==> config.mk <==
export PLATFORM = sky130hd
export DESIGN_NAME = svtc_cut_apply
export DESIGN_NICKNAME = d
export VERILOG_FILES = /design/src/sv/svtc_pkg.sv /design/src/sv/svtc_cut_apply.sv
export SDC_FILE = /design/constraint.sdc
export NUM_CORES = 1
export LEC_CHECK = 0
export ABC_AREA = 1
export BUFFER_PORTS_ARGS = -buffer_cell sky130_fd_sc_hd__buf_2
export CAP_MARGIN = 25
export CORE_ASPECT_RATIO = 1.75
export CORE_MARGIN = 2
export CORE_UTILIZATION = 40
export CTS_BUF_LIST = sky130_fd_sc_hd__clkbuf_8
export DETAILED_ROUTE_END_ITERATION = 16
export PLACE_DENSITY = 0.67
export SETUP_SLACK_MARGIN = 0.3
export SYNTH_ARGS = -nofsm -noshare
export SYNTH_HDL_FRONTEND = slang
export SYNTH_SLANG_ARGS = --single-unit
==> constraint.sdc <==
create_clock -name aclk -period 3.1 [get_ports aclk]
set_clock_uncertainty 0.15 [all_clocks]
set_input_delay 0.155 -clock aclk [delete_from_list [all_inputs] [get_ports aclk]]
set_output_delay 0.155 -clock aclk [all_outputs]
set_load 0.005 [all_outputs]
==> src/sv/svtc_pkg.sv <==
// ----------------------------------------------------------------------------
// Segment view transform and clip: package
// Shared constants, register indexes and the cut control type.
// ----------------------------------------------------------------------------
package svtc_pkg;

    // Default parameter values.
    localparam int PIXEL_BITS_DEF    = 12;
    localparam int FRACTION_BITS_DEF = 16;

    // Fixed field widths.
    localparam int WORLD_BITS    = 32;
    localparam int SCALE_BITS    = 32;
    localparam int CFG_DATA_BITS = 32;
    localparam int CFG_IDX_BITS  = 3;

    // Number of clip iterations a segment may take.
    localparam int MAX_CUTS = 16;

    // Register indexes of the configuration port.
    localparam logic [CFG_IDX_BITS-1:0] REG_VIEW_SCALE    = 3'd0;
    localparam logic [CFG_IDX_BITS-1:0] REG_OFFSET_X      = 3'd1;
    localparam logic [CFG_IDX_BITS-1:0] REG_OFFSET_Y      = 3'd2;
    localparam logic [CFG_IDX_BITS-1:0] REG_WINDOW_WIDTH  = 3'd3;
    localparam logic [CFG_IDX_BITS-1:0] REG_WINDOW_HEIGHT = 3'd4;

    // Register reset values.
    localparam logic [SCALE_BITS-1:0] VIEW_SCALE_RESET = 32'd65536;
    localparam int WINDOW_WIDTH_RESET  = 1024;
    localparam int WINDOW_HEIGHT_RESET = 768;

    // Positions of the four coordinates in a point array.
    localparam int PT_COUNT = 4;
    localparam int PT_X0 = 0;
    localparam int PT_Y0 = 1;
    localparam int PT_X1 = 2;
    localparam int PT_Y1 = 3;

    // Outcode bits.
    localparam int OC_LEFT   = 0;
    localparam int OC_RIGHT  = 1;
    localparam int OC_TOP    = 2;
    localparam int OC_BOTTOM = 3;

    // Control that travels with a segment through the clip chain.
    typedef struct packed {
        logic done;     // segment accepted or rejected
        logic vis;      // accepted segment
        logic active;   // a cut is under way in this iteration
        logic sel_end;  // 0: start point moves, 1: end point moves
        logic x_axis;   // cut on a vertical edge
        logic neg;      // quotient sign
    } cut_ctl_t;

endpackage

==> src/sv/svtc_cut_apply.sv <==
// ----------------------------------------------------------------------------
// Segment view transform and clip: cut update
// Moves the chosen point onto its edge and steps its other coordinate by
// the signed quotient.
// ----------------------------------------------------------------------------
module svtc_cut_apply import svtc_pkg::*; #(
    parameter int CW = 2 * WORLD_BITS + 1 - FRACTION_BITS_DEF
) (
    input  logic                 aclk,
    input  logic                 aresetn,
    input  logic                 en,
    input  logic                 in_valid,
    input  cut_ctl_t             in_ctl,
    input  logic signed [CW-1:0] in_pt [PT_COUNT],
    input  logic signed [CW-1:0] in_edge,
    input  logic [CW-1:0]        in_quot,
    output logic                 out_valid,
    output cut_ctl_t             out_ctl,
    output logic signed [CW-1:0] out_pt [PT_COUNT]
);

    logic signed [CW:0]   delta;
    logic [1:0]           ax_i, ot_i;
    logic signed [CW-1:0] pt_next [PT_COUNT];
    cut_ctl_t             ctl_next;

    logic                 valid_reg;
    cut_ctl_t             ctl_reg;
    logic signed [CW-1:0] pt_reg [PT_COUNT];

    // New point: on the edge, other coordinate moved by the quotient.
    always_comb begin
        delta = in_ctl.neg ? -$signed({1'b0, in_quot}) : $signed({1'b0, in_quot});
        ax_i  = {in_ctl.sel_end, ~in_ctl.x_axis};
        ot_i  = {in_ctl.sel_end, in_ctl.x_axis};
        pt_next = in_pt;
        if (in_ctl.active) begin
            pt_next[ot_i] = CW'((CW+1)'(in_pt[ot_i]) + delta);
            pt_next[ax_i] = in_edge;
        end
        ctl_next        = in_ctl;
        ctl_next.active = 1'b0;
    end

    always_ff @(posedge aclk) begin
        if (!aresetn) begin
            valid_reg <= 1'b0;
        end else if (en) begin
            valid_reg <= in_valid;
        end
    end

    always_ff @(posedge aclk) begin
        if (en) begin
            ctl_reg <= ctl_next;
            pt_reg  <= pt_next;
        end
    end

    assign out_valid = valid_reg;
    assign out_ctl   = ctl_reg;
    assign out_pt    = pt_reg;

endmodule

==> results.ini <==
[clock_network]
htree_num_levels = 2
cts.sinks = 202
cts_tree = yes
clk_path_buf_depth = 3
clkTransAtPathRegs_ns = 0.06
clockRootBuffer = clkbuf_8
cts_buffers = 34
clk_latency_ns = 0.58

[sta]
worstMarginPinSlew_ns = 0.796
fin_hold_ws_ns = -0.0325
maxSlewViolCount = 0
finalHoldViolCount = 1
fin_ws_ns = -0.0723
setup_tns_ns = -0.589
rsz0062_at_grt = true
period_needed_ns = 3.17
slew_headroom_pct = 46.9
finalCritPeriodShare_pct = 102
fmax_mhz = 315
final-setup-viol-count = 19

[setup_path]
r2r_end = out_valid
required_ns = 3.27
rr_worst_depth = 3
crit_path_max_fanout = 4
arrival_ns = 3.34
startpoint = in_quot[1]
r2r_slack_ns = 1.68
startpoint_type = input port
cp-end-kind = register
crit_type = in -> reg
crit-reg2reg-launch = out_valid

[synth]
ys_warn_count = 0
yosysSeqAreaShare_pct = 35.1
ys_top_cells_by_area = edfxtp_1, nand2_1, a221oi_1
ys_ff_latch = 202
synth_top_cell_by_area = edfxtp_1
synthFlopType = edfxtp_1
synth.net_count = 2682
synth-edff-count = 201
synthCells = 2328
synth.top_cell.area_share_pct = 34.9
synthArstFlopShare_pct = 0
syn_area_per_cell_um2 = 7.42
synthDistinctLibCells = 57
netlist_area_mm2 = 0.0173

[run_status]
violations = negative hold slack, negative setup slack
status = finished, violations left

[power_and_ir_drop]
p_per_area_mw_per_mm2 = 426
ir_worst_vdd_uv = 353
report.power.total_mw = 13.3
p_leak_nw = 14.0

[hold_path]
min_path_cells = 3
hp-class = in -> reg
holdCritStartpoint = in_pt[107]
min_to = out_pt[107]

[global_route]
grt_use_total_pct = 41.2
grt_max_degree = 130
grt_pass1_wl_um = 141000
first_global_vias = 24600
antenna_found_initial = 7
grt_overflow = 0

[layout]
drive_above_1_share_pct = 48.8
layout.cells.non_filler = 4123
fillCellCount = 3195
layout-area-overhead-vs-synth_pct = 81.0
final_nets = 3886
final_common_cell = buf_2
layout_common_cells = buf_2, buf_4, nand2_1, dlygate4sd3_1, inv_1

[floorplanning]
ios = 507
core_mm2 = 0.0425
dieArea_mm2 = 0.0449
fp.dieH_um = 279
initial_core_util_pct = 40.6
floorplan.rows = 100
fp.dieW_um = 161

[placement]
dp_hpwl_um = 70200
gp_congestion = 1.06
io_buffers = 505
place_inst = 3706

[routing]
drt_iter0_drc = 2603
viasPerCell = 6.00
final_antenna_net_count = 0
wl_per_cell_um = 23.9
totalWireLength_um = 98600
dr.pass1.iters = 10
vias = 24800
drc = 0

[run]
cap_violations = 0

-- final cells by class --
type / count / area (um2) / share of cell area (%)
multi-input combinational: 1730 / 13100 / 41.9
tap: 561 / 702 / 2.24
clock inverter: 25 / 168 / 0.536
inverter: 270 / 1070 / 3.41
timing repair buffer: 1294 / 9680 / 31.0
sequential: 202 / 6060 / 19.4
antenna: 6 / 15.0 / 0.0480
clock buffer: 35 / 482 / 1.54
-- what timing repair did --
| action | CTS | global route |
|---|---|---|
| endpoints found under the hold margin | 202 | 0 |
| pin swaps | 101 | 233 |
| setup buffers | 44 | 37 |
| cloned | 3 | 0 |
| resized for setup | 364 | 457 |
| setup endpoints to repair | 161 | 169 |
| hold buffers | 267 | 0 |
-- report_power, final --
| group | internal, mW | switching [mW] |
|---|---|---|
| Clock | 1.23 | 1.28 |
| Sequential | 3.38 | 0.111 |
| Combinational | 3.18 | 4.14 |
| Total | 7.79 | 5.54 |
-- critical path, stage by stage --
cell,delay (ns)
buf_4,0.14
inv_8,0.06
ha_4,0.13
nand2_4,0.06
nor2_4,0.20
nand2_2,0.08
or3_4,0.37
buf_6,0.14
o21ai_4,0.14
o21ai_2,0.09
xor2_1,0.18
ha_2,0.40
buf_6,0.12
nand2_4,0.04
inv_2,0.06
nand2_4,0.05
nor3_4,0.17
nand2_1,0.10
nor2_1,0.12
nand2_2,0.10
nand3_2,0.11
nand2_4,0.07
nand3_2,0.07
a21oi_2,0.05
buf_4,0.14
-- synthesized netlist by cell type (10+ instances only) --
cell,count
a22o_1,10
nor2_1,277
xor2_1,40
edfxtp_1,201
a221oi_1,184
ha_1,49
xnor2_1,21
nand2_1,492
o22ai_1,82
buf_2,20
a22oi_1,32
buf_1,14
nor2_2,25
o21ai_0,66
nand3_1,145
nand2_2,20
inv_2,13
a21oi_1,180
inv_1,253
clkbuf_1,90
-- cells by family (layout without fill, tap and decap cells) --
logic type               Yosys count  in the layout  share of synthesized area, %
adder cells (fa/ha/maj)           50             50                          3.67
flip-flops                       202            202                          35.1
XOR/XNOR                          68             68                          3.75
AND/OR/NAND/NOR                 1028           1028                          25.8
AO/OA/AOI/OAI                    583            583                          22.9
buffers and inverters            396           1624                          8.79
other                              1              7                        0.0217
-- registers in the layout, summed over array words and instances, names as in the netlist --
name and cells:
out_ctl 5, out_pt 196, out_valid 1
-- stage by stage --
stage               instance area, um2  util (%)  setup slack (ns)
floorplan                        17400         -             0.170
global placement                 23600      55.6            -0.923
detailed placement               23600      55.6            -0.934
CTS                              29000      68.2            0.0359
global route                     31300      73.5            -0.169
finish                           31300      73.5           -0.0723
-- per-layer routing --
metal | wire length [um] | GRT usage, % | up-vias
li1 | - | - | 10700
met4 | 12900 | 40.0 | 2
met1 | 29600 | 40.2 | 11400
met3 | 8790 | 7.13 | 730
met2 | 47300 | 72.4 | 2016
met5 | 13 | 0 | -
-- how the worst max path moves through the flow --
| stage | end | slack [ns] |
|---|---|---|
| global placement | out_pt[81] | -0.92 |
| CTS | out_pt[81] | 0.04 |
| finish | out_pt[194] | -0.07 |
| global route | out_pt[194] | -0.17 |
| floorplan | out_pt[142] | 0.17 |
| detailed placement | out_pt[32] | -0.93 |
No activity file was read; power rests on OpenSTA's default activity.
