### config.mk
export PLATFORM = sky130hd
export DESIGN_NAME = svtc_div_cell
export DESIGN_NICKNAME = d
export VERILOG_FILES = /design/src/sv/svtc_pkg.sv /design/src/sv/svtc_div_cell.sv
export SDC_FILE = /design/constraint.sdc
export NUM_CORES = 1
export LEC_CHECK = 0
export CAP_MARGIN = 20
export CELL_PAD_IN_SITES_DETAIL_PLACEMENT = 0
export CELL_PAD_IN_SITES_GLOBAL_PLACEMENT = 1
export CORE_AREA = 2 2 310 312
export DETAILED_ROUTE_END_ITERATION = 10
export DIE_AREA = 0 0 312 314
export DONT_BUFFER_PORTS = 1
export PLACE_DENSITY_LB_ADDON = 0.15
export SYNTH_ARGS = -nofsm -noshare
export SYNTH_HDL_FRONTEND = slang
export SYNTH_SLANG_ARGS = --single-unit
### constraint.sdc
create_clock -name aclk -period 5.09 [get_ports aclk]
set_input_delay 0.2545 -clock aclk [delete_from_list [all_inputs] [get_ports aclk]]
set_output_delay 0.2545 -clock aclk [all_outputs]
set_load 0.05 [all_outputs]
### src/sv/svtc_pkg.sv
// ----------------------------------------------------------------------------
// Segment view transform and clip: package
// Shared constants, register indexes and the cut control type.
// ----------------------------------------------------------------------------
package svtc_pkg;

    // Default parameter values.
    localparam int PIXEL_BITS_DEF    = 12;
    localparam int FRACTION_BITS_DEF = 16;

    // Fixed field widths.
    localparam int WORLD_BITS    = 32;
    localparam int SCALE_BITS    = 32;
    localparam int CFG_DATA_BITS = 32;
    localparam int CFG_IDX_BITS  = 3;

    // Number of clip iterations a segment may take.
    localparam int MAX_CUTS = 16;

    // Register indexes of the configuration port.
    localparam logic [CFG_IDX_BITS-1:0] REG_VIEW_SCALE    = 3'd0;
    localparam logic [CFG_IDX_BITS-1:0] REG_OFFSET_X      = 3'd1;
    localparam logic [CFG_IDX_BITS-1:0] REG_OFFSET_Y      = 3'd2;
    localparam logic [CFG_IDX_BITS-1:0] REG_WINDOW_WIDTH  = 3'd3;
    localparam logic [CFG_IDX_BITS-1:0] REG_WINDOW_HEIGHT = 3'd4;

    // Register reset values.
    localparam logic [SCALE_BITS-1:0] VIEW_SCALE_RESET = 32'd65536;
    localparam int WINDOW_WIDTH_RESET  = 1024;
    localparam int WINDOW_HEIGHT_RESET = 768;

    // Positions of the four coordinates in a point array.
    localparam int PT_COUNT = 4;
    localparam int PT_X0 = 0;
    localparam int PT_Y0 = 1;
    localparam int PT_X1 = 2;
    localparam int PT_Y1 = 3;

    // Outcode bits.
    localparam int OC_LEFT   = 0;
    localparam int OC_RIGHT  = 1;
    localparam int OC_TOP    = 2;
    localparam int OC_BOTTOM = 3;

    // Control that travels with a segment through the clip chain.
    typedef struct packed {
        logic done;     // segment accepted or rejected
        logic vis;      // accepted segment
        logic active;   // a cut is under way in this iteration
        logic sel_end;  // 0: start point moves, 1: end point moves
        logic x_axis;   // cut on a vertical edge
        logic neg;      // quotient sign
    } cut_ctl_t;

endpackage

### src/sv/svtc_div_cell.sv
// ----------------------------------------------------------------------------
// Segment view transform and clip: divider cell
// One restoring division step; the remainder and the dividend bits that
// are left share one register with the quotient bits found so far.
// ----------------------------------------------------------------------------
module svtc_div_cell import svtc_pkg::*; #(
    parameter int CW = 2 * WORLD_BITS + 1 - FRACTION_BITS_DEF
) (
    input  logic                 aclk,
    input  logic                 aresetn,
    input  logic                 en,
    input  logic                 in_valid,
    input  cut_ctl_t             in_ctl,
    input  logic signed [CW-1:0] in_pt [PT_COUNT],
    input  logic signed [CW-1:0] in_edge,
    input  logic [2*CW-1:0]      in_rq,
    input  logic [CW-1:0]        in_dmag,
    output logic                 out_valid,
    output cut_ctl_t             out_ctl,
    output logic signed [CW-1:0] out_pt [PT_COUNT],
    output logic signed [CW-1:0] out_edge,
    output logic [2*CW-1:0]      out_rq,
    output logic [CW-1:0]        out_dmag
);

    logic [CW:0]          trial, diff;
    logic                 fits;
    logic [2*CW-1:0]      rq_next;

    logic                 valid_reg;
    cut_ctl_t             ctl_reg;
    logic signed [CW-1:0] pt_reg [PT_COUNT];
    logic signed [CW-1:0] edge_reg;
    logic [2*CW-1:0]      rq_reg;
    logic [CW-1:0]        dmag_reg;

    // Shift in the next dividend bit and subtract where the divisor fits.
    always_comb begin
        trial   = {in_rq[2*CW-1:CW], in_rq[CW-1]};
        diff    = trial - {1'b0, in_dmag};
        fits    = (trial >= {1'b0, in_dmag});
        rq_next = {fits ? diff[CW-1:0] : trial[CW-1:0], in_rq[CW-2:0], fits};
    end

    always_ff @(posedge aclk) begin
        if (!aresetn) begin
            valid_reg <= 1'b0;
        end else if (en) begin
            valid_reg <= in_valid;
        end
    end

    always_ff @(posedge aclk) begin
        if (en) begin
            ctl_reg  <= in_ctl;
            pt_reg   <= in_pt;
            edge_reg <= in_edge;
            rq_reg   <= rq_next;
            dmag_reg <= in_dmag;
        end
    end

    assign out_valid = valid_reg;
    assign out_ctl   = ctl_reg;
    assign out_pt    = pt_reg;
    assign out_edge  = edge_reg;
    assign out_rq    = rq_reg;
    assign out_dmag  = dmag_reg;

endmodule

==> summary.txt <==
Outcome
  – Status: finished with violations
  – Failing checks: negative hold slack

Yosys
  – Primary FF master, synth: edfxtp_1
  – Gate Count Post-Synth: 936
  – Synth cell types: 59
  – Yosys reg bits: ~400
  – Syn Nets: ~1400
  – Register area share after synthesis: 77.32%
  – Syn avg cell area: between 15 and 20 sq um
  – Synth Warn #: 0
  – Synth async-reset ratio: 0%
  – Synthesized cell area: roughly 15000 sq um
  – Number of synthesized flops with an enable pin: approximately 400

Hold path
  – Hold depth: 0
  – Hold_sp: en
  – WHS Endpoint: out_pt[134]
  – Worst hold path type: in2reg

GRT
  – GRT Max-Usage Layer: met2
  – Grt total ovfl: 0
  – Initial antenna violation count: 31
  – Met3 GRT Util: 7.062%
  – Number of global-route vias before repair: approximately 11000
  – M1 GR Usage: roughly 17%
  – Largest net degree at the start of global routing: 400
  – First-pass GRT wire length: 99.02 mm
  – Grt met2 use: 24.10%
  – Global router's overall resource usage: between 10% and 20%

Pwr
  – Switching share of power: around a third
  – PwrDens: between 400 and 500 nW/um^2
  – P_leak: a little over 8 nW
  – Sequential share of power: around 54%
  – Switching power: between 3 and 4 mW
  – Power Internal: approximately 6.5 mW
  – Clk pwr share: between 30% and 40%
  – Total power: slightly below 10 mW
  – VDD IR-drop max: roughly 0.22 mV
  – Gate power share: 8.5%

Layout
  – Most frequent cells in the layout: dlygate4sd3_1, edfxtp_1, a21oi_1, inv_1, nor2_1
  – Synth-to-layout area growth: 46.19%
  – Layout cell share with drive strength beyond 1: under 10%
  – Final Core Density: approximately a quarter
  – Final #Nets: 1819
  – Commonest non-fill, non-tap cell in the layout: dlygate4sd3_1
  – # fillers: between 9000 and 10000

Floorplan
  – Core Box Area: roughly 94000 sq um
  – Die Y: 314 microns
  – DIE AREA: about 100000 sq um
  – Initial core utilization: 16.39%
  – FP Rows: around 110
  – Die width: 312 microns
  – Ports: ~800

Route
  – Vias: 10188
  – DRT Pass-1 Iters: 4
  – DRC: 0
  – Vias/cell: 3.800
  – DR iter-0 viols: about 800
  – Drt wl/cell: between 20 and 30 microns
  – Final ANT Viol Nets: 0
  – Routed WL: approximately 76 mm

Timing
  – Slew headroom: 40.67%
  – Minimum clock period after layout: around 4.0 ns
  – # setup viols final: 0
  – Final Hold Violating Endpoints: 135
  – Final Cycle Share: 78.45%
  – Worst-Margin Slew: a little under 0.9 ns
  – RSZ-0062 raised after global routing: no
  – Max Slew Vio Count: 0
  – Max Freq: 250.4 MHz
  – Clk_skew: 0 ns
  – Worst hold slack: -0.2074 ns
  – Setup TNS: 0 ns

Critical path
  – Endpoint class of the critical path: register
  – Worst r2r src: out_valid
  – Worst R2R Path Depth: 3
  – Worst Path Class, Setup: in2reg
  – CP startpoint: in_rq[49]
  – Startpoint types: primary input
  – R2r setup slk: roughly 3.5 ns
  – CP required: about 5.5 ns
  – Critical Path AT: 4.36 ns
  – R2R Path End: out_valid
  – Crit path max fanout: 40

Clock network
  – Clock root cell: clkbuf_16
  – CTS Sinks: 399
  – Worst-skew pair later-pin latency: around 0.61 ns
  – CTS Buf Count: 51
  – Clock Path Buffers: 3
  – CTS tree: yes
  – # Post-CTS Setup Buffers: 0
  – Clk slew on worst S/H paths: 0.06 ns
  – Htree depth: 2
  – Cts hold-fix bufs: 400
  – PostCTS Resize Cnt: 0

Placed design
  – Post-DP HPWL: between 50 and 60 mm
  – Final Wtd Congestion: 0.7904
  – PortBufs: 0

Job
  – Max-cap violations: 0
final cells by class:
type                       count  area [sq um]  area share (%)
timing repair buffer         402          4044           17.87
antenna                        8         20.02         0.08845
inverter                      64         240.2           1.061
clock inverter                33         294.0           1.299
tap                         1265          1583           6.993
multi-input combinational    449          3137           13.86
sequential                   399         11970           52.89
clock buffer                  61          1345           5.943
critical path, cell delays in order:
cell,delay [ns]
dlygate4sd3_1,0.69
fa_1,0.28
a21oi_1,0.10
o22ai_1,0.23
o211ai_2,0.17
o211ai_2,0.31
a21oi_2,0.18
o31ai_4,0.41
a41oi_4,0.26
o31ai_4,0.38
buf_12,0.25
inv_1,0.07
a22o_1,0.22
dlygate4sd3_1,0.54
through the flow:
stage | area (sq um) | setup WS, ns | instances
after floorplan | 15480 | 2.034 | 936
after global placement | 16970 | 0.9781 | 2179
after detailed placement | 16970 | 1.004 | 2179
after CTS | 22610 | 1.047 | 2673
after global routing | 22620 | 0.8714 | 2677
final | 22630 | 1.097 | 2681
power by group through the flow:
stage / clock network [mW] / registers [mW] / logic [mW]
final: 3.60 / 5.25 / 0.821
after global routing: 3.87 / 5.27 / 0.901
after CTS: 3.76 / 5.27 / 0.837
after detailed placement: 0 / 5.33 / 0.536
after global placement: 0 / 5.34 / 0.547
after floorplan: 0 / 5.13 / 0.394
routing by layer:
metal  wire [microns]  share of wire, %
met5               93              0.12
met4             2329               3.0
met3             7958                10
met2            35990                47
met1            30000                39
Yosys cell counts (3+ instances only):
master / count / area (sq um)
edfxtp_1: 398 / 11950
a21oi_1: 76 / 380.4
inv_1: 64 / 240.2
nor2_1: 54 / 202.7
ha_1: 49 / 613.1
nand2_1: 38 / 142.6
xnor2_1: 28 / 245.2
a21o_1: 25 / 187.7
o21ai_0: 22 / 110.1
nand3_1: 18 / 90.09
xor2_1: 18 / 157.7
clkbuf_1: 14 / 52.55
nand4_1: 14 / 87.58
o21bai_1: 11 / 82.58
mux2_1: 7 / 78.83
nor2b_1: 7 / 43.79
a21oi_2: 6 / 52.55
and3_1: 6 / 37.54
mux2_2: 6 / 67.56
a31oi_1: 5 / 31.28
buf_4: 5 / 37.54
and2_1: 4 / 25.02
o211ai_1: 4 / 30.03
or3_1: 4 / 25.02
a211oi_1: 3 / 22.52
buf_6: 3 / 33.78
nand2b_1: 3 / 18.77
o221ai_1: 3 / 26.28
worst max-delay path by stage:
stage | slack, ns | cells after the start | end
after floorplan | 2.03 | 14 | out_rq[79]
after global placement | 0.98 | 12 | out_rq[90]
after detailed placement | 1.00 | 12 | out_rq[90]
after CTS | 1.05 | 14 | out_rq[95]
after global routing | 0.87 | 14 | out_rq[95]
final | 1.10 | 14 | out_rq[95]
cell families (layout without fill, tap and decap cells):
| group | count (synthesis) | in the layout | synth area share [%] |
|---|---|---|---|
| simple gates | 161 | 161 | 4.962 |
| other cells | 0 | 8 | 0 |
| fa+ha+maj | 50 | 50 | 4.089 |
| xor+xnor | 46 | 46 | 2.602 |
| mux | 15 | 15 | 1.075 |
| buf+inv | 88 | 560 | 2.416 |
| flops | 399 | 399 | 77.32 |
| compound gates | 177 | 177 | 7.532 |
flip-flops by register name (all words and copies together), names as in the netlist:
register	count
out_rq	98
out_valid	1
out_dmag	49
out_ctl	6
out_edge	49
out_pt	196
(Power assumes the default switching activity.)
